<file path="config.mk">
export PLATFORM = sky130hd
export DESIGN_NAME = cs0_dstring_to_utf8_flat
export DESIGN_NICKNAME = d
export VERILOG_FILES = /design/src/design/cs0_pkg.sv /design/src/design/cs0_if.sv /design/src/design/cs0_dstring_to_utf8.sv /design/src/design/cs0_front.sv /design/src/design/cs0_fifo.sv /design/src/design/cs0_back.sv /design/src/flat_wrapper.sv
export SDC_FILE = /design/constraint.sdc
export NUM_CORES = 1
export LEC_CHECK = 0
export BUFFER_PORTS_ARGS = -buffer_cell sky130_fd_sc_hd__buf_2
export CAP_MARGIN = 10
export CORE_MARGIN = 2
export CORE_UTILIZATION = 37
export CTS_CLUSTER_DIAMETER = 30
export DETAILED_ROUTE_END_ITERATION = 8
export HOLD_SLACK_MARGIN = 0.08
export PLACE_DENSITY = 0.64
export SLEW_MARGIN = 10
export SYNTH_ARGS = -nofsm -noshare
export SYNTH_HDL_FRONTEND = slang
export SYNTH_SLANG_ARGS = --single-unit
</file>
<file path="constraint.sdc">
create_clock -name clk -period 9.69 [get_ports clk]
set_clock_uncertainty 0.15 [all_clocks]
set_input_delay 0.969 -clock clk [delete_from_list [all_inputs] [get_ports clk]]
set_output_delay 0.969 -clock clk [all_outputs]
set_load 0.005 [all_outputs]
</file>
<file path="src/design/cs0_pkg.sv">
package cs0_pkg;

  // Compression id that selects big-endian 16-bit code units
  localparam logic [7:0] WideId = 8'd16;

  // Code unit boundaries for the UTF-8 byte count
  localparam logic [15:0] TwoByteMin   = 16'h0080;
  localparam logic [15:0] ThreeByteMin = 16'h0800;

  // Lead and continuation byte prefixes
  localparam logic [2:0] Lead2Tag = 3'b110;
  localparam logic [3:0] Lead3Tag = 4'b1110;
  localparam logic [1:0] ContTag  = 2'b10;

  // Depth of the queue between front and back
  localparam int QDepth   = 4;
  localparam int QPtrW    = $clog2(QDepth);
  localparam int QCountW  = $clog2(QDepth + 1);

  // One code unit waiting to be encoded
  typedef struct packed {
    logic [15:0] unit;
    logic        eos;
  } q_entry_t;

  // Queue status seen by front and back
  typedef struct packed {
    logic full;
    logic not_empty;
  } q_stat_t;

  // Number of UTF-8 bytes for a code unit (1..3)
  function automatic logic [1:0] enc_len(input logic [15:0] u);
    logic [1:0] n;
    if (u < TwoByteMin) begin
      n = 2'd1;
    end else if (u < ThreeByteMin) begin
      n = 2'd2;
    end else begin
      n = 2'd3;
    end
    return n;
  endfunction

  // Byte at position idx of the UTF-8 encoding of u
  function automatic logic [7:0] enc_byte(input logic [15:0] u, input logic [1:0] idx);
    logic [1:0] n;
    logic [7:0] b;
    n = enc_len(u);
    b = u[7:0];
    if (n == 2'd2) begin
      b = (idx == 2'd0) ? {Lead2Tag, u[10:6]} : {ContTag, u[5:0]};
    end else if (n == 2'd3) begin
      unique case (idx)
        2'd0:    b = {Lead3Tag, u[15:12]};
        2'd1:    b = {ContTag, u[11:6]};
        default: b = {ContTag, u[5:0]};
      endcase
    end
    return b;
  endfunction

endpackage

</file>
<file path="src/design/cs0_if.sv">
interface cs0_in_if;
  logic       valid;
  logic       ready;
  logic [7:0] data_byte;
  logic       first_byte;
  logic       last_byte;

  modport source (output valid, output data_byte, output first_byte, output last_byte,
                  input ready);
  modport sink   (input valid, input data_byte, input first_byte, input last_byte,
                  output ready);
endinterface

interface cs0_out_if;
  logic       valid;
  logic       ready;
  logic [7:0] utf8_byte;
  logic       end_of_string;

  modport source (output valid, output utf8_byte, output end_of_string, input ready);
  modport sink   (input valid, input utf8_byte, input end_of_string, output ready);
endinterface

</file>
<file path="src/design/cs0_dstring_to_utf8.sv">
// Compressed-unicode d-string to UTF-8 converter. Feed a string one byte per
// item on in_ch, with first_byte on the compression id byte and last_byte on
// the final byte; an id of 16 selects big-endian 16-bit code units, any other
// id one byte per character. Each code unit leaves on out_ch as 1, 2 or 3
// UTF-8 bytes, one byte per item, and end_of_string marks the last byte of a
// string. Surrogates are passed through unjoined, a lone trailing byte in
// 16-bit mode is sent as its own character, and an id-only string gives no
// output. The front takes one input item per cycle while its four-entry unit
// queue has room; the encoder behind it sends one output byte per cycle while
// out_ch is ready, so sustained rate is set by the output port, since each
// input byte yields at most 2 UTF-8 bytes. The first byte of a unit is written
// into the queue and then into the output register before it leaves on out_ch.
module cs0_dstring_to_utf8 (
  input  logic      clk,
  input  logic      rst_n,
  cs0_in_if.sink    in_ch,
  cs0_out_if.source out_ch
);
  import cs0_pkg::*;

  logic     push;
  logic     pop;
  q_entry_t push_entry;
  q_entry_t head;
  q_stat_t  q_stat;

  // Front: track mode and held high byte, build whole code units
  cs0_front u_front (
    .clk        (clk),
    .rst_n      (rst_n),
    .in_ch      (in_ch),
    .q_stat     (q_stat),
    .push       (push),
    .push_entry (push_entry)
  );

  // Queue: decouple unit assembly from byte output
  cs0_fifo u_fifo (
    .clk        (clk),
    .rst_n      (rst_n),
    .push       (push),
    .push_entry (push_entry),
    .pop        (pop),
    .head       (head),
    .q_stat     (q_stat)
  );

  // Back: expand each unit into UTF-8 bytes behind an output register
  cs0_back u_back (
    .clk    (clk),
    .rst_n  (rst_n),
    .head   (head),
    .q_stat (q_stat),
    .pop    (pop),
    .out_ch (out_ch)
  );

endmodule

</file>
<file path="src/design/cs0_front.sv">
module cs0_front (
  input  logic              clk,
  input  logic              rst_n,
  cs0_in_if.sink            in_ch,
  input  cs0_pkg::q_stat_t  q_stat,
  output logic              push,
  output cs0_pkg::q_entry_t push_entry
);
  import cs0_pkg::*;

  logic       wide_r, wide_nxt;
  logic       have_r, have_nxt;
  logic [7:0] high_r, high_nxt;
  logic       accept;

  assign in_ch.ready = !q_stat.full;
  assign accept      = in_ch.valid && in_ch.ready;

  always_comb begin
    wide_nxt         = wide_r;
    have_nxt         = have_r;
    high_nxt         = high_r;
    push             = 1'b0;
    push_entry.unit  = {8'h00, in_ch.data_byte};
    push_entry.eos   = in_ch.last_byte;
    if (accept) begin
      if (in_ch.first_byte) begin
        // id byte: pick mode, drop any held high byte
        wide_nxt = (in_ch.data_byte == WideId);
        have_nxt = 1'b0;
      end else if (wide_r && !have_r && !in_ch.last_byte) begin
        // hold high half of a 16-bit unit
        high_nxt = in_ch.data_byte;
        have_nxt = 1'b1;
      end else begin
        push     = 1'b1;
        have_nxt = 1'b0;
        if (wide_r && have_r) begin
          push_entry.unit = {high_r, in_ch.data_byte};
        end
      end
    end
  end

  always_ff @(posedge clk) begin
    if (!rst_n) begin
      wide_r <= 1'b0;
      have_r <= 1'b0;
    end else begin
      wide_r <= wide_nxt;
      have_r <= have_nxt;
    end
    high_r <= high_nxt;
  end

endmodule

</file>
<file path="src/design/cs0_fifo.sv">
module cs0_fifo (
  input  logic              clk,
  input  logic              rst_n,
  input  logic              push,
  input  cs0_pkg::q_entry_t push_entry,
  input  logic              pop,
  output cs0_pkg::q_entry_t head,
  output cs0_pkg::q_stat_t  q_stat
);
  import cs0_pkg::*;

  q_entry_t             mem_r [QDepth];
  logic [QPtrW-1:0]     wr_r, rd_r;
  logic [QCountW-1:0]   cnt_r, cnt_nxt;

  assign head             = mem_r[rd_r];
  assign q_stat.full      = (cnt_r == QCountW'(QDepth));
  assign q_stat.not_empty = (cnt_r != '0);

  always_comb begin
    cnt_nxt = cnt_r;
    if (push && !pop) begin
      cnt_nxt = cnt_r + 1'b1;
    end else if (pop && !push) begin
      cnt_nxt = cnt_r - 1'b1;
    end
  end

  always_ff @(posedge clk) begin
    if (!rst_n) begin
      wr_r  <= '0;
      rd_r  <= '0;
      cnt_r <= '0;
    end else begin
      cnt_r <= cnt_nxt;
      if (push) begin
        wr_r <= wr_r + 1'b1;
      end
      if (pop) begin
        rd_r <= rd_r + 1'b1;
      end
    end
    if (push) begin
      mem_r[wr_r] <= push_entry;
    end
  end

endmodule

</file>
<file path="src/design/cs0_back.sv">
module cs0_back (
  input  logic              clk,
  input  logic              rst_n,
  input  cs0_pkg::q_entry_t head,
  input  cs0_pkg::q_stat_t  q_stat,
  output logic              pop,
  cs0_out_if.source         out_ch
);
  import cs0_pkg::*;

  logic        busy_r, busy_nxt;
  logic [15:0] unit_r, unit_nxt;
  logic [1:0]  len_r, len_nxt;
  logic [1:0]  idx_r, idx_nxt;
  logic        eos_r, eos_nxt;
  logic        ov_r, ov_nxt;
  logic [7:0]  ob_r, ob_nxt;
  logic        oe_r, oe_nxt;
  logic        load;
  logic [1:0]  head_len;

  assign out_ch.valid         = ov_r;
  assign out_ch.utf8_byte     = ob_r;
  assign out_ch.end_of_string = oe_r;

  assign load     = !ov_r || out_ch.ready;
  assign head_len = enc_len(head.unit);

  always_comb begin
    busy_nxt = busy_r;
    unit_nxt = unit_r;
    len_nxt  = len_r;
    idx_nxt  = idx_r;
    eos_nxt  = eos_r;
    ov_nxt   = ov_r;
    ob_nxt   = ob_r;
    oe_nxt   = oe_r;
    pop      = 1'b0;
    if (load) begin
      if (busy_r) begin
        // continue the current unit
        ov_nxt  = 1'b1;
        ob_nxt  = enc_byte(unit_r, idx_r);
        oe_nxt  = eos_r && (idx_r == len_r - 2'd1);
        idx_nxt = idx_r + 2'd1;
        if (idx_r == len_r - 2'd1) begin
          busy_nxt = 1'b0;
        end
      end else if (q_stat.not_empty) begin
        // start a new unit with its lead byte
        pop      = 1'b1;
        ov_nxt   = 1'b1;
        ob_nxt   = enc_byte(head.unit, 2'd0);
        oe_nxt   = head.eos && (head_len == 2'd1);
        unit_nxt = head.unit;
        len_nxt  = head_len;
        idx_nxt  = 2'd1;
        eos_nxt  = head.eos;
        busy_nxt = (head_len != 2'd1);
      end else begin
        ov_nxt = 1'b0;
      end
    end
  end

  always_ff @(posedge clk) begin
    if (!rst_n) begin
      busy_r <= 1'b0;
      ov_r   <= 1'b0;
    end else begin
      busy_r <= busy_nxt;
      ov_r   <= ov_nxt;
    end
    unit_r <= unit_nxt;
    len_r  <= len_nxt;
    idx_r  <= idx_nxt;
    eos_r  <= eos_nxt;
    ob_r   <= ob_nxt;
    oe_r   <= oe_nxt;
  end

endmodule
</file>
<file path="src/flat_wrapper.sv">
// flat-port wrapper written by rule: the top's interface ports become plain ports
module cs0_dstring_to_utf8_flat import cs0_pkg::*;
  (clk, rst_n, in_ch_valid, in_ch_data_byte, in_ch_first_byte, in_ch_last_byte, in_ch_ready, out_ch_valid, out_ch_utf8_byte, out_ch_end_of_string, out_ch_ready);
  cs0_in_if in_ch_i ();
  cs0_out_if out_ch_i ();
  input  logic clk;
  input  logic rst_n;
  input wire logic [$bits(in_ch_i.valid)-1:0] in_ch_valid;
  input wire logic [$bits(in_ch_i.data_byte)-1:0] in_ch_data_byte;
  input wire logic [$bits(in_ch_i.first_byte)-1:0] in_ch_first_byte;
  input wire logic [$bits(in_ch_i.last_byte)-1:0] in_ch_last_byte;
  output wire logic [$bits(in_ch_i.ready)-1:0] in_ch_ready;
  output wire logic [$bits(out_ch_i.valid)-1:0] out_ch_valid;
  output wire logic [$bits(out_ch_i.utf8_byte)-1:0] out_ch_utf8_byte;
  output wire logic [$bits(out_ch_i.end_of_string)-1:0] out_ch_end_of_string;
  input wire logic [$bits(out_ch_i.ready)-1:0] out_ch_ready;
  assign in_ch_i.valid = in_ch_valid;
  assign in_ch_i.data_byte = in_ch_data_byte;
  assign in_ch_i.first_byte = in_ch_first_byte;
  assign in_ch_i.last_byte = in_ch_last_byte;
  assign in_ch_ready = in_ch_i.ready;
  assign out_ch_valid = out_ch_i.valid;
  assign out_ch_utf8_byte = out_ch_i.utf8_byte;
  assign out_ch_end_of_string = out_ch_i.end_of_string;
  assign out_ch_i.ready = out_ch_ready;
  cs0_dstring_to_utf8 u_core (.clk(clk), .rst_n(rst_n), .in_ch(in_ch_i), .out_ch(out_ch_i));
endmodule
</file>
# Word level (Yosys, flattened, before mapping)
# Memory sizes are Yosys's and may differ from the RTL's. A register that Yosys moved wholly into a read port is not among the register bits.
# Index checks and enable logic that the tools add are counted.
# W data, S select, Z words.
word_totals:
  elab_cells: 103
  input_bits: 14
  ff_bits: 49
  mem_bits_rw: 68
  n_memories: 1
classes:
  n_mux: 43
  add_sub_neg: 6
  magnitude_cmp: 4
  bitwise: 2
  eq_ne: 10
  reduce_logical: 23
mem_list:
  columns: ["memory", "words", "word_bits", "rd", "rd_ports_with_merged_regs", "wr", "line_no", "rtl"]
  rows:
  - ["u_core.u_fifo.mem_r", 4, 17, 1, 1, 1, "cs0_fifo.sv:12", "q_entry_t mem_r [QDepth];"]
op_table:
  columns: ["cell", "n"]
  rows:
  - ["$mux W16", 4]
  - ["$mux W8", 6]
  - ["$lt A16 B12 Y1 const B", 2]
  - ["$lt A16 B8 Y1 const B", 2]
  - ["$mux W2", 11]
  - ["$mux W1", 18]
  - ["$pmux W7 S2", 1]
  - ["$eq A2 B2 Y1 const B", 4]
  - ["$eq A8 B5 Y1 const B", 1]
  - ["$logic_and A1 B1 Y1", 8]
  - ["$mux W7", 1]
  - ["$add A2 B1 Y2 const B", 3]
  - ["$logic_not A1 Y1", 6]
  - ["$mux W3", 2]
  - ["$reduce_and A3 Y1", 2]
  - ["$eq A2 B1 Y1 const B", 2]
  - ["$reduce_and A2 Y1", 2]
  - ["$reduce_bool A2 Y1", 2]
  - ["$add A3 B1 Y3 const B", 1]
  - ["$eq A3 B3 Y1 const B", 1]
  - ["$reduce_bool A3 Y1", 1]
  - ["$sub A3 B1 Y3 const B", 1]
  - ["$eq A2 B2 Y1", 1]
  - ["$logic_not A2 Y1", 1]
  - ["other kinds (4)", 5]

# Logic depth before layout (Yosys ltp)
# Gate-level depths: netlist of the first run.
logic_depth:
  ltp_word: 11
  depth_mapped: 9

# Hierarchy
# Synthesis of the first run repeated with hierarchy kept, for this count alone.
hier_totals:
  cells_unflattened: 289
  hier_area_um2: 4996.0
by_module_without_submodules:
  columns: ["mod", "cells_per_inst", "n_inst", "area_each_um2"]
  rows:
  - ["cs0_fifo", 132, 1, 2939.1]
  - ["cs0_back", 115, 1, 1546.5]
  - ["cs0_front", 42, 1, 510.5]

# Worst setup path before layout of the first run
# No wires, ideal clock.
synth_timing:
  path_type: "in2reg"
  start: "input port out_ch_ready"
  end: "register u_core.u_fifo.cnt_r[2]"
  cell_stages: 9
  arrival_time_ns: 3.707
  t_required_ns: 9.464
  path_buffers: 0
  setup_ns: 0.076
  slack_ns: 5.758
  cell_sequence: "nor2b_1 > nor3_1 > inv_1 > ha_1 > inv_1 > fa_1 > xor2_1 > or3_1 > a21boi_0"
synth_via:
  elab_chain_len: 5
synth_rtl:
  columns: ["element", "line_no", "rtl"]
  rows:
  - ["start, declared", "flat_wrapper.sv:16", "input wire logic [$bits(out_ch_i.ready)-1:0] out_ch_ready;"]
  - ["$logic_or A1 B1 Y1 (*)", "cs0_back.sv:26", "assign load = !ov_r || out_ch.ready;"]
  - ["$mux W1 (*)", "cs0_back.sv:39", "if (load) begin"]
  - ["named net u_core.pop", "cs0_dstring_to_utf8.sv:22", "logic pop;"]
  - ["$logic_not A1 Y1", "cs0_fifo.sv:22", "if (push && !pop) begin"]
  - ["$logic_and A1 B1 Y1", "cs0_fifo.sv:22", null]
  - ["$mux W3 / $reduce_bool A2 Y1 (equally long branches)", null, null]
  - ["end signal, assigned", "cs0_fifo.sv:35", "cnt_r <= cnt_nxt;"]
  - ["end, declared", "cs0_fifo.sv:14", "logic [QCountW-1:0] cnt_r, cnt_nxt;"]
# The timed path passes the listed nets; every way through them passes the cells marked *.
# A chain may end at the register's enable or synchronous reset.

==> results of run 1 <==
## per-layer routing
layer / vias to the layer above / wire, um / global-route usage [%] / part of all wire (%)
li1: 1254 / - / - / -
met1: 1280 / 3942 / 17.04 / 46
met2: 87 / 4059 / 19.68 / 47
met3: 17 / 448 / 4.183 / 5.2
met4: 0 / 176 / 6.103 / 2.0
met5: - / 0 / 0 / 0
## cell usage after synthesis, types with 2 or more instances
library cell                 n
sky130_fd_sc_hd__edfxtp_1  106
sky130_fd_sc_hd__and2_1     19
sky130_fd_sc_hd__dfxtp_1    13
sky130_fd_sc_hd__nand2_1    13
sky130_fd_sc_hd__inv_1      10
sky130_fd_sc_hd__nor2_1     10
sky130_fd_sc_hd__mux4_2      9
sky130_fd_sc_hd__a21oi_1     8
sky130_fd_sc_hd__clkbuf_1    8
sky130_fd_sc_hd__ha_1        7
sky130_fd_sc_hd__mux2i_1     7
sky130_fd_sc_hd__mux4_1      7
sky130_fd_sc_hd__nor3_1      7
sky130_fd_sc_hd__a22oi_1     6
sky130_fd_sc_hd__nor2b_1     5
sky130_fd_sc_hd__o21ai_0     5
sky130_fd_sc_hd__nand2b_1    4
sky130_fd_sc_hd__nand3_1     4
sky130_fd_sc_hd__nor4_1      4
sky130_fd_sc_hd__xnor2_1     4
sky130_fd_sc_hd__a21boi_0    3
sky130_fd_sc_hd__a221oi_1    3
sky130_fd_sc_hd__nor3b_1     3
sky130_fd_sc_hd__a211o_1     2
sky130_fd_sc_hd__a211oi_1    2
sky130_fd_sc_hd__a21o_1      2
sky130_fd_sc_hd__and3_1      2
sky130_fd_sc_hd__o22ai_1     2
sky130_fd_sc_hd__o31ai_1     2
sky130_fd_sc_hd__or4_1       2
sky130_fd_sc_hd__xor2_1      2
## final timing paths
path	from	endpoint	slack [ps]	cells after the start
hold reg to reg	u_core.u_back.out_ch.valid	u_core.u_back.out_ch.valid	370	2
setup reg to reg	register	u_core.u_back.out_ch.utf8_byte[0]	6670	5
hold / removal	u_core.u_back.out_ch.valid	u_core.u_back.out_ch.valid	370	2
setup / recovery	register	u_core.u_back.out_ch.utf8_byte[0]	6670	5
## power by group
group | internal (uW) | total, uW | switching [uW]
clock | 374 | 594 | 219
sequential | 680 | 746 | 65.5
combinational | 167 | 374 | 208
total | 1220 | 1710 | 492
## state kept, by name, summed over array words and instances (netlist names), 2 cells and up, named ones only
name and flops:
u_core.u_back.idx_r 2, u_core.u_front.high_r 8, u_core.u_fifo.cnt_r 3, u_core.u_back.out_ch.utf8_byte 8, u_core.u_back.len_r 2, u_core.u_fifo.wr_r 2, u_core.u_fifo.mem_r 68, u_core.u_fifo.rd_r 2
u_core.u_back.unit_r 16
## critical path: stages (launching register included)
cell and delay [ps]:
sky130_fd_sc_hd__dfxtp_1 880, sky130_fd_sc_hd__mux4_2 500, sky130_fd_sc_hd__nor4_4 430, sky130_fd_sc_hd__mux2_2 380, sky130_fd_sc_hd__a211oi_1 310, sky130_fd_sc_hd__a21oi_1 70
## cell families after synthesis
logic type,share of synthesized area (%)
DFF,69.60
and+or+nand+nor,9.889
AOI/OAI and AO/OA,5.564
muxes,9.965
buffers and inverters,1.745
adders and majority gates,2.175
xor gates and xnor gates,1.062
## stage by stage
stage          hold slack, ps  instances  setup slack (ps)  area [sq um]
2_1_floorplan           336.1        299              5758          4947
3_3_place_gp            355.9        491              6444          5259
3_5_place_dp            375.5        491              6315          5259
4_1_cts                 382.7        523              6648          5822
5_1_grt                 434.6        523              6483          5822
6_report                374.6        523              6673          5822
## area by class of cell
type                            instances  area, sq um
Inverter                               10        37.54
Clock inverter                         14        133.9
Multi-Input combinational cell        160         1423
Timing Repair Buffer                   26        135.1
Sequential cell                       119         3443
Clock buffer                           18        429.2
Fill cell                            1172         7316
Tap cell                              176        220.2
==> run_summary.xml, run 1 <==
<?xml version="1.0" encoding="UTF-8"?>
<metrics>
  <group name="clock_tree">
    <metric name="cts_hold_buffers" unit="">0</metric>
    <metric name="cts.repair_timing.setup_buffer_count" unit="">0</metric>
    <metric name="cts.path.max_buffers" unit="">2</metric>
    <metric name="cts_htree_levels" unit="">4</metric>
    <metric name="clk_transition_reported_paths" unit="ps">60</metric>
    <metric name="clockRootBuffer" unit="">sky130_fd_sc_hd__clkbuf_16</metric>
    <metric name="clock_insertion_delay_worst_skew" unit="ps">420</metric>
    <metric name="cts-buffers-inserted" unit="">17</metric>
    <metric name="tritoncts_num_sinks" unit="">119</metric>
    <metric name="cts.repair.resized" unit="">0</metric>
    <metric name="cts_tree" unit="">built</metric>
  </group>
  <group name="sta">
    <metric name="layout_worst_path_cycle_share" unit="%">31.14</metric>
    <metric name="timing.max_slew.rel_slack" unit="%">39.40</metric>
    <metric name="fmax_achieved" unit="MHz">331.4</metric>
    <metric name="timing.final.hold_violations" unit="">0</metric>
    <metric name="report.final.setup_viol" unit="">0</metric>
    <metric name="setup_tns" unit="ps">0</metric>
    <metric name="finalWorstPathRequiredPeriod" unit="ps">3017</metric>
    <metric name="slew_violations" unit="">0</metric>
    <metric name="rsz0062_at_grt" unit="">false</metric>
    <metric name="max_slew.worst_pin.slew" unit="ps">908.9</metric>
  </group>
  <group name="detailed_routing">
    <metric name="avgViaCountPerCell" unit="">5.044</metric>
    <metric name="drt_first_pass_iters" unit="">4</metric>
    <metric name="wl" unit="mm">8.626</metric>
    <metric name="detail-route-antenna-nets" unit="">0</metric>
    <metric name="route.vias.total" unit="">2638</metric>
    <metric name="routed_wire_per_std_cell" unit="um">16.49</metric>
    <metric name="drt_first_iter_violations" unit="">315</metric>
    <metric name="drt_drc_violations_left" unit="">0</metric>
  </group>
  <group name="cells_and_area">
    <metric name="final_nets" unit="">356</metric>
    <metric name="final_common_cell" unit="">sky130_fd_sc_hd__edfxtp_1</metric>
    <metric name="utilization" unit="%">44.31</metric>
    <metric name="synthToLayoutAreaGrowth" unit="%">17.68</metric>
    <metric name="most-common-layout-cells" unit="">106 x sky130_fd_sc_hd__edfxtp_1, 24 x sky130_fd_sc_hd__buf_2, 19 x sky130_fd_sc_hd__and2_1</metric>
    <metric name="drive_above_1_share" unit="%">20.46</metric>
    <metric name="n_antenna_cell" unit="">0</metric>
  </group>
  <group name="synthesis">
    <metric name="yosysWarningCount" unit="">0</metric>
    <metric name="synth_cells" unit="">299</metric>
    <metric name="synth_area_leaders" unit="">sky130_fd_sc_hd__edfxtp_1 64%, sky130_fd_sc_hd__dfxtp_1 5.3%, sky130_fd_sc_hd__mux4_2 4.1%</metric>
    <metric name="synth.distinct_cells" unit="">49</metric>
    <metric name="sequential_cell_area_fraction_in_the_yosys_report" unit="%">69.60</metric>
    <metric name="synth_nets" unit="">321</metric>
    <metric name="synthFlopType" unit="">sky130_fd_sc_hd__edfxtp_1</metric>
    <metric name="synth_edf_count" unit="">106</metric>
    <metric name="proportion_of_synthesized_flip_flops_having_asynchronous_set_or_reset" unit="%">0</metric>
    <metric name="synthesis.area_per_instance" unit="sq um">16.55</metric>
    <metric name="yosys_register_bits" unit="">119</metric>
    <metric name="post_synth_instance_area" unit="sq um">4947</metric>
    <metric name="synth_top_area_share" unit="%">64.34</metric>
    <metric name="synth_area_leader_cell" unit="">sky130_fd_sc_hd__edfxtp_1</metric>
  </group>
  <group name="floorplanning">
    <metric name="fp.coreArea" unit="sq um">13140</metric>
    <metric name="num_rows" unit="">42</metric>
    <metric name="floorplan.io_pins" unit="">25</metric>
    <metric name="chipHeight" unit="um">119.6</metric>
    <metric name="floorplan.initialDensity" unit="%">37.66</metric>
    <metric name="die_x_extent" unit="um">119.6</metric>
    <metric name="die-area" unit="sq um">14310</metric>
  </group>
  <group name="setup_path">
    <metric name="crit_fanout" unit="">17</metric>
    <metric name="end_kind" unit="">register</metric>
    <metric name="crit_type" unit="">register to register</metric>
    <metric name="worst-endpoint-arrival" unit="ps">2990</metric>
    <metric name="worstSetupStartpointType" unit="">register</metric>
    <metric name="cp.required" unit="ps">9670</metric>
  </group>
  <group name="place">
    <metric name="port_buffers" unit="">24</metric>
    <metric name="place.detailed.hpwl" unit="mm">5.584</metric>
    <metric name="routabilityCongestion" unit="">0.8251</metric>
  </group>
  <group name="global_routing">
    <metric name="grt_antenna_before_repair" unit="">0</metric>
    <metric name="largest_net_degree_at_the_start_of_global_routing" unit="">24</metric>
    <metric name="globalRouteTotalUtil" unit="%">12.99</metric>
    <metric name="wire_length_of_the_first_global_routing_pass" unit="mm">13.90</metric>
    <metric name="grt_overflow_total" unit="">0</metric>
    <metric name="grt_pass1_vias" unit="">2616</metric>
  </group>
  <group name="power">
    <metric name="post_layout_total_power" unit="uW">1714</metric>
    <metric name="vdd.ir_drop.worst" unit="V">0.0001428</metric>
    <metric name="power-per-cell-area" unit="nW/um^2">294.4</metric>
    <metric name="lkg_pwr" unit="uW">0.001967</metric>
  </group>
  <group name="hold_path">
    <metric name="hold_class" unit="">register to register</metric>
  </group>
  <group name="status">
    <metric name="outcome" unit="">finished, final reports clean</metric>
  </group>
  <group name="flow_run">
    <metric name="max_cap_violations" unit="">0</metric>
  </group>
</metrics>
Note: power is estimated with default switching activity, not from simulation.
==> inputs of run 2 (changes only) <==
--- a/config.mk
+++ b/config.mk
@@ -12,7 +12,7 @@
 export CTS_CLUSTER_DIAMETER = 30
 export DETAILED_ROUTE_END_ITERATION = 8
 export HOLD_SLACK_MARGIN = 0.08
-export PLACE_DENSITY = 0.64
+export PLACE_DENSITY = 0.66
 export SLEW_MARGIN = 10
 export SYNTH_ARGS = -nofsm -noshare
 export SYNTH_HDL_FRONTEND = slang
==> constraint.sdc (replaced) <==
create_clock -name clk -period 2.6 [get_ports clk]
set_clock_uncertainty 0.15 [all_clocks]
set_input_delay 0.26 -clock clk [delete_from_list [all_inputs] [get_ports clk]]
set_output_delay 0.26 -clock clk [all_outputs]
set_load 0.005 [all_outputs]
==> run_summary.xml, run 2 (synthesis results as in run 1) <==
<?xml version="1.0" encoding="UTF-8"?>
<metrics>
  <group name="status">
    <metric name="outcome" unit="">finished, final reports clean</metric>
  </group>
  <group name="sta">
    <metric name="report.final.setup_viol" unit="">0</metric>
    <metric name="slew_violations" unit="">0</metric>
    <metric name="timing.final.hold_violations" unit="">0</metric>
    <metric name="holdWs" unit="ps">108.4</metric>
    <metric name="rsz0062_at_grt" unit="">false</metric>
    <metric name="fmax_achieved" unit="MHz">402.8</metric>
    <metric name="finalWorstSetupSlack" unit="ps">117.3</metric>
    <metric name="setup_tns" unit="ps">0</metric>
    <metric name="layout_worst_path_cycle_share" unit="%">95.49</metric>
    <metric name="finalWorstPathRequiredPeriod" unit="ps">2483</metric>
    <metric name="timing.max_slew.rel_slack" unit="%">37.85</metric>
    <metric name="max_slew.worst_pin.slew" unit="ps">932.2</metric>
  </group>
  <group name="floorplanning">
    <metric name="die_x_extent" unit="um">119.6</metric>
    <metric name="floorplan.initialDensity" unit="%">37.66</metric>
    <metric name="floorplan.io_pins" unit="">25</metric>
    <metric name="fp.coreArea" unit="sq um">13140</metric>
    <metric name="num_rows" unit="">42</metric>
    <metric name="chipHeight" unit="um">119.6</metric>
    <metric name="die-area" unit="sq um">14310</metric>
  </group>
  <group name="cells_and_area">
    <metric name="synthToLayoutAreaGrowth" unit="%">22.94</metric>
    <metric name="final-seq-area" unit="sq um">3446</metric>
    <metric name="final_nets" unit="">374</metric>
    <metric name="drive_above_1_share" unit="%">22.47</metric>
    <metric name="multi_input_comb_area" unit="sq um">1434</metric>
    <metric name="largestRegisters" unit="">u_core.u_fifo.mem_r (68), u_core.u_back.unit_r (16)</metric>
    <metric name="final_common_cell" unit="">sky130_fd_sc_hd__edfxtp_1</metric>
    <metric name="register_with_the_most_flip_flops" unit="">u_core.u_fifo.mem_r</metric>
    <metric name="n_antenna_cell" unit="">0</metric>
    <metric name="max_ffs_per_register" unit="">68</metric>
    <metric name="most-common-layout-cells" unit="">106 x sky130_fd_sc_hd__edfxtp_1, 24 x sky130_fd_sc_hd__buf_2, 19 x sky130_fd_sc_hd__and2_1</metric>
    <metric name="fillCellCount" unit="">1119</metric>
    <metric name="finalNonFillerCells" unit="">541</metric>
  </group>
  <group name="detailed_routing">
    <metric name="route.vias.total" unit="">2714</metric>
    <metric name="drt_first_pass_iters" unit="">4</metric>
    <metric name="routed_wire_per_std_cell" unit="um">16.48</metric>
    <metric name="drt_drc_violations_left" unit="">0</metric>
    <metric name="avgViaCountPerCell" unit="">5.017</metric>
    <metric name="detail-route-antenna-nets" unit="">0</metric>
    <metric name="wl" unit="mm">8.918</metric>
    <metric name="drt_first_iter_violations" unit="">347</metric>
  </group>
  <group name="setup_path">
    <metric name="crit_fanout" unit="">11</metric>
    <metric name="worst-endpoint-arrival" unit="ps">2480</metric>
    <metric name="cp.required" unit="ps">2600</metric>
    <metric name="setup.reg_to_reg.worst_slack" unit="ps">120</metric>
    <metric name="cell_at_the_slowest_stage_of_the_critical_path" unit="">sky130_fd_sc_hd__mux4_2</metric>
    <metric name="end_kind" unit="">register</metric>
    <metric name="r2r.worst_path.cells" unit="">6</metric>
    <metric name="crit_path_max_incr_delay" unit="ps">560</metric>
    <metric name="timing.rr.end" unit="">u_core.u_back.out_ch.utf8_byte[0]</metric>
    <metric name="crit_type" unit="">register to register</metric>
    <metric name="worstSetupStartpointType" unit="">register</metric>
    <metric name="worstPathCellList" unit="">buf_12, mux4_2, nor4_4, mux2_2, a211oi_1, a21oi_1</metric>
  </group>
  <group name="place">
    <metric name="routabilityCongestion" unit="">0.8407</metric>
    <metric name="dp_worst_setup_slack" unit="ps">113.7</metric>
    <metric name="place_inst" unit="">498</metric>
    <metric name="port_buffers" unit="">24</metric>
    <metric name="place.detailed.hpwl" unit="mm">6.038</metric>
  </group>
  <group name="clock_tree">
    <metric name="clk_transition_reported_paths" unit="ps">50</metric>
    <metric name="cts_htree_levels" unit="">4</metric>
    <metric name="tritoncts_num_sinks" unit="">119</metric>
    <metric name="clockRootBuffer" unit="">sky130_fd_sc_hd__clkbuf_16</metric>
    <metric name="cts-buffers-inserted" unit="">17</metric>
    <metric name="cts.path.max_buffers" unit="">2</metric>
    <metric name="clock_insertion_delay_worst_skew" unit="ps">400</metric>
    <metric name="cts.repair_timing.setup_buffer_count" unit="">0</metric>
    <metric name="cts_tree" unit="">built</metric>
  </group>
  <group name="hold_path">
    <metric name="hold_class" unit="">input port to register</metric>
    <metric name="worstHoldStart" unit="">in_ch_valid</metric>
    <metric name="timing.hold.worst_endpoint" unit="">u_core.u_front.wide_r</metric>
    <metric name="hold_path_depth" unit="">4</metric>
  </group>
  <group name="global_routing">
    <metric name="grt_overflow_total" unit="">0</metric>
    <metric name="grt_pass1_vias" unit="">2753</metric>
    <metric name="grt_antenna_before_repair" unit="">0</metric>
    <metric name="globalRouteTotalUtil" unit="%">13.38</metric>
    <metric name="largest_net_degree_at_the_start_of_global_routing" unit="">23</metric>
    <metric name="wire_length_of_the_first_global_routing_pass" unit="mm">14.51</metric>
  </group>
  <group name="power">
    <metric name="lkg_pwr" unit="uW">0.002085</metric>
    <metric name="vdd.ir_drop.worst" unit="V">0.0005228</metric>
    <metric name="power-per-cell-area" unit="nW/um^2">1115</metric>
  </group>
  <group name="flow_run">
    <metric name="max_cap_violations" unit="">0</metric>
  </group>
</metrics>
## run 2: cell count changes in the layout (fill, tap and decap cells not counted), moves of 2 or more
cell | previous run | this run
sky130_fd_sc_hd__buf_4 | 2 | 8
sky130_fd_sc_hd__bufinv_16 | 2 | 5
sky130_fd_sc_hd__clkinv_4 | 3 | 1
sky130_fd_sc_hd__dfxtp_1 | 13 | 11
sky130_fd_sc_hd__dfxtp_2 | 0 | 2
sky130_fd_sc_hd__dlygate4sd3_1 | 0 | 11
## run 2: worst max path at each step
stage | start | to | slack, ps
2_1_floorplan | u_core.u_fifo.cnt_r[0] | u_core.u_fifo.cnt_r[2] | 160
4_1_cts | register | u_core.u_back.out_ch.utf8_byte[0] | 110
3_5_place_dp | register | u_core.u_back.out_ch.utf8_byte[0] | 110
6_report | register | u_core.u_back.out_ch.utf8_byte[0] | 120
3_3_place_gp | register | u_core.u_back.out_ch.utf8_byte[0] | 140
5_1_grt | u_core.u_fifo.cnt_r[2] | u_core.u_fifo.cnt_r[2] | 3
## run 2: metal layers
layer / track usage [%] / routed length [um]
met1: 17.34 / 3975
met2: 21.43 / 4404
met3: 3.755 / 409
met4: 5.221 / 129
met5: 0 / 0
## run 2: timing repair
| action | in CTS | in global routing |
|---|---|---|
| hold endpoints to repair | 55 | 0 |
| setup endpoints to repair | 0 | 37 |
| hold buffers | 11 | 0 |
| gates resized for setup | 0 | 2 |
## run 2: layout make-up
class	count	area share [%]
sequential	119	56.65
multi-input combinational	160	23.58
clock buffer	18	7.056
timing repair buffer	44	5.102
tap	176	3.621
clock inverter	14	3.374
inverter	10	0.6172
## run 2: report_power, final
part | switching [uW] | internal, uW
clock | 805 | 1690
combinational | 838 | 680
sequential | 226 | 2540
## run 2: worst max-delay path: cells and delay by family (launching register included)
kind	cells	cell delay, ps
multiplexers	2	930
flip-flops	1	350
AND/OR/NAND/NOR	1	330
AO/OA/AOI/OAI	2	310
buffers and inverters	1	160
## run 2: stage by stage
stage | area [sq um] | util [%] | power (uW)
global route | 6082 | 46.30 | 7099
CTS | 6080 | 46.28 | 6809
finish | 6082 | 46.30 | 6780
floorplan | 4964 | - | 3812
global placement | 5335 | 40.61 | 4235
detailed placement | 5335 | 40.61 | 4300
==> inputs of run 3 (changes only) <==
--- a/config.mk
+++ b/config.mk
@@ -7,6 +7,7 @@
 export LEC_CHECK = 0
 export BUFFER_PORTS_ARGS = -buffer_cell sky130_fd_sc_hd__buf_2
 export CAP_MARGIN = 10
+export CORE_ASPECT_RATIO = 0.7
 export CORE_MARGIN = 2
 export CORE_UTILIZATION = 37
 export CTS_CLUSTER_DIAMETER = 30
==> run_summary.xml, run 3 (synthesis results as in run 1) <==
<?xml version="1.0" encoding="UTF-8"?>
<metrics>
  <group name="sta">
    <metric name="finalWorstPathRequiredPeriod" unit="ps">2480</metric>
    <metric name="holdWs" unit="ps">112.8</metric>
    <metric name="timing.final.hold_violations" unit="">0</metric>
    <metric name="max_slew.worst_pin.slew" unit="ps">971.7</metric>
    <metric name="slew_violations" unit="">0</metric>
    <metric name="timing.max_slew.rel_slack" unit="%">34.98</metric>
    <metric name="finalWorstSetupSlack" unit="ps">119.9</metric>
    <metric name="layout_worst_path_cycle_share" unit="%">95.39</metric>
    <metric name="report.final.setup_viol" unit="">0</metric>
    <metric name="rsz0062_at_grt" unit="">true</metric>
    <metric name="fmax_achieved" unit="MHz">403.2</metric>
  </group>
  <group name="detailed_routing">
    <metric name="wl" unit="mm">9.518</metric>
    <metric name="detail-route-antenna-nets" unit="">0</metric>
    <metric name="drt_first_pass_iters" unit="">4</metric>
    <metric name="drt_drc_violations_left" unit="">0</metric>
    <metric name="avgViaCountPerCell" unit="">5.120</metric>
    <metric name="route.vias.total" unit="">2765</metric>
    <metric name="routed_wire_per_std_cell" unit="um">17.63</metric>
    <metric name="drt_first_iter_violations" unit="">197</metric>
  </group>
  <group name="cells_and_area">
    <metric name="most-common-layout-cells" unit="">106 x sky130_fd_sc_hd__edfxtp_1, 24 x sky130_fd_sc_hd__buf_2, 17 x sky130_fd_sc_hd__and2_1, 17 x sky130_fd_sc_hd__clkbuf_16, 16 x sky130_fd_sc_hd__buf_4</metric>
    <metric name="final_common_cell" unit="">sky130_fd_sc_hd__edfxtp_1</metric>
    <metric name="max_ffs_per_register" unit="">68</metric>
    <metric name="final_nets" unit="">383</metric>
    <metric name="register_with_the_most_flip_flops" unit="">u_core.u_fifo.mem_r</metric>
    <metric name="synthToLayoutAreaGrowth" unit="%">22.99</metric>
    <metric name="fillCellCount" unit="">1108</metric>
    <metric name="n_antenna_cell" unit="">0</metric>
    <metric name="drive_above_1_share" unit="%">25.67</metric>
    <metric name="design_area" unit="sq um">6085</metric>
    <metric name="largestRegisters" unit="">u_core.u_fifo.mem_r (68), u_core.u_back.unit_r (16)</metric>
    <metric name="finalNonFillerCells" unit="">540</metric>
  </group>
  <group name="power">
    <metric name="power-per-cell-area" unit="nW/um^2">1088</metric>
    <metric name="vdd.ir_drop.worst" unit="V">0.0004383</metric>
    <metric name="lkg_pwr" unit="uW">0.002095</metric>
    <metric name="post_layout_total_power" unit="uW">6618</metric>
  </group>
  <group name="global_routing">
    <metric name="grt_antenna_before_repair" unit="">1</metric>
    <metric name="largest_net_degree_at_the_start_of_global_routing" unit="">23</metric>
    <metric name="wire_length_of_the_first_global_routing_pass" unit="mm">15.30</metric>
    <metric name="grt_pass1_vias" unit="">2771</metric>
    <metric name="grt_overflow_total" unit="">0</metric>
    <metric name="globalRouteTotalUtil" unit="%">14.90</metric>
  </group>
  <group name="floorplanning">
    <metric name="chipHeight" unit="um">100.7</metric>
    <metric name="floorplan.io_pins" unit="">25</metric>
    <metric name="fp.coreArea" unit="sq um">13090</metric>
    <metric name="die-area" unit="sq um">14330</metric>
    <metric name="floorplan.initialDensity" unit="%">37.78</metric>
    <metric name="die_x_extent" unit="um">142.2</metric>
    <metric name="num_rows" unit="">35</metric>
  </group>
  <group name="place">
    <metric name="port_buffers" unit="">24</metric>
    <metric name="routabilityCongestion" unit="">0.7712</metric>
    <metric name="dp_worst_setup_slack" unit="ps">59.23</metric>
    <metric name="place.detailed.hpwl" unit="mm">6.367</metric>
    <metric name="placedInstanceArea" unit="sq um">5330</metric>
    <metric name="place_inst" unit="">489</metric>
  </group>
  <group name="hold_path">
    <metric name="hold_path_depth" unit="">4</metric>
    <metric name="timing.hold.worst_endpoint" unit="">u_core.u_front.wide_r</metric>
    <metric name="hold_class" unit="">input port to register</metric>
    <metric name="worstHoldStart" unit="">in_ch_valid</metric>
  </group>
  <group name="setup_path">
    <metric name="end_kind" unit="">register</metric>
    <metric name="crit_fanout" unit="">5</metric>
    <metric name="worst-endpoint-arrival" unit="ps">2480</metric>
    <metric name="crit_type" unit="">register to register</metric>
    <metric name="timing.rr.end" unit="">u_core.u_back.out_ch.utf8_byte[0]</metric>
    <metric name="worstSetupStartpointType" unit="">register</metric>
    <metric name="setup.worst_path.start" unit="">u_core.u_back.unit_r[15]</metric>
    <metric name="cp.required" unit="ps">2600</metric>
    <metric name="r2r.worst_path.cells" unit="">5</metric>
    <metric name="setup.reg_to_reg.worst_slack" unit="ps">120</metric>
    <metric name="crit-reg2reg-launch" unit="">u_core.u_back.unit_r[15]</metric>
  </group>
  <group name="clock_tree">
    <metric name="cts.path.max_buffers" unit="">2</metric>
    <metric name="clock_insertion_delay_worst_skew" unit="ps">410</metric>
    <metric name="clk_transition_reported_paths" unit="ps">60</metric>
    <metric name="clockRootBuffer" unit="">sky130_fd_sc_hd__clkbuf_16</metric>
    <metric name="tritoncts_num_sinks" unit="">119</metric>
    <metric name="cts_tree" unit="">built</metric>
    <metric name="cts_htree_levels" unit="">4</metric>
    <metric name="cts-buffers-inserted" unit="">17</metric>
  </group>
  <group name="flow_run">
    <metric name="max_cap_violations" unit="">0</metric>
  </group>
  <group name="status">
    <metric name="outcome" unit="">finished, final reports clean</metric>
  </group>
</metrics>
==> run 3: cell types whose count changed in the layout (fill, tap and decap cells not counted), sizes merged <==
cell	change
buf	+8
inv	+8
clkinv	-4
clkinvlp	+1
bufinv	-4
dlygate4sd3	+1
clkbuf	-1
==> run 3: power by group <==
part / switching, uW / internal, uW / total (uW)
Sequential: 231 / 2540 / 2770
Clock: 891 / 1340 / 2230
Combinational: 878 / 744 / 1620
Total: 2000 / 4620 / 6620
==> run 3: worst max-delay path, stage by stage (launching register included) <==
cell and delay [ps]:
sky130_fd_sc_hd__edfxtp_1 430, sky130_fd_sc_hd__or4_1 650, sky130_fd_sc_hd__nor2_1 310, sky130_fd_sc_hd__o31ai_1 110, sky130_fd_sc_hd__a221oi_1 440, sky130_fd_sc_hd__a21oi_1 130
==> run 3: per-stage QoR <==
step,TNS [ps],util (%)
after global placement,0,40.71
after floorplan,0,-
final,0,46.47
after CTS,0,45.95
after global routing,-20.16,46.47
after detailed placement,0,40.71
==> run 3: repair_timing <==
item / CTS / global route
setup endpoints to repair: 0 / 72
resized for setup: 0 / 8
setup buffers: 0 / 7
hold buffers: 12 / 0
hold endpoints to repair: 53 / 0
==> run 3: area by class of cell <==
class	instances	area, sq um	share of cell area [%]
clock inverters	15	141.4	2.324
inverters	10	37.54	0.6169
well taps	166	207.7	3.414
flip-flops and latches	119	3446	56.63
multi-input cells	160	1446	23.77
repair buffers	53	380.4	6.251
clock buffers	17	425.4	6.992
==> run 3: worst max path at each step <==
stage,to,slack [ps]
floorplan,u_core.u_fifo.cnt_r[2],160
global placement,u_core.u_back.out_ch.utf8_byte[0],90
detailed placement,u_core.u_fifo.mem_r[3][9],60
CTS,u_core.u_fifo.mem_r[3][8],40
global route,u_core.u_fifo.cnt_r[2],-20
finish,u_core.u_back.out_ch.utf8_byte[0],120
==> run 3: layer usage <==
layer	vias to the layer above	global-route usage (%)	wire length, um
li1	1308	-	-
met1	1370	21.48	4596
met2	81	20.88	4114
met3	6	5.368	734
met4	0	5.077	73
met5	-	0	0
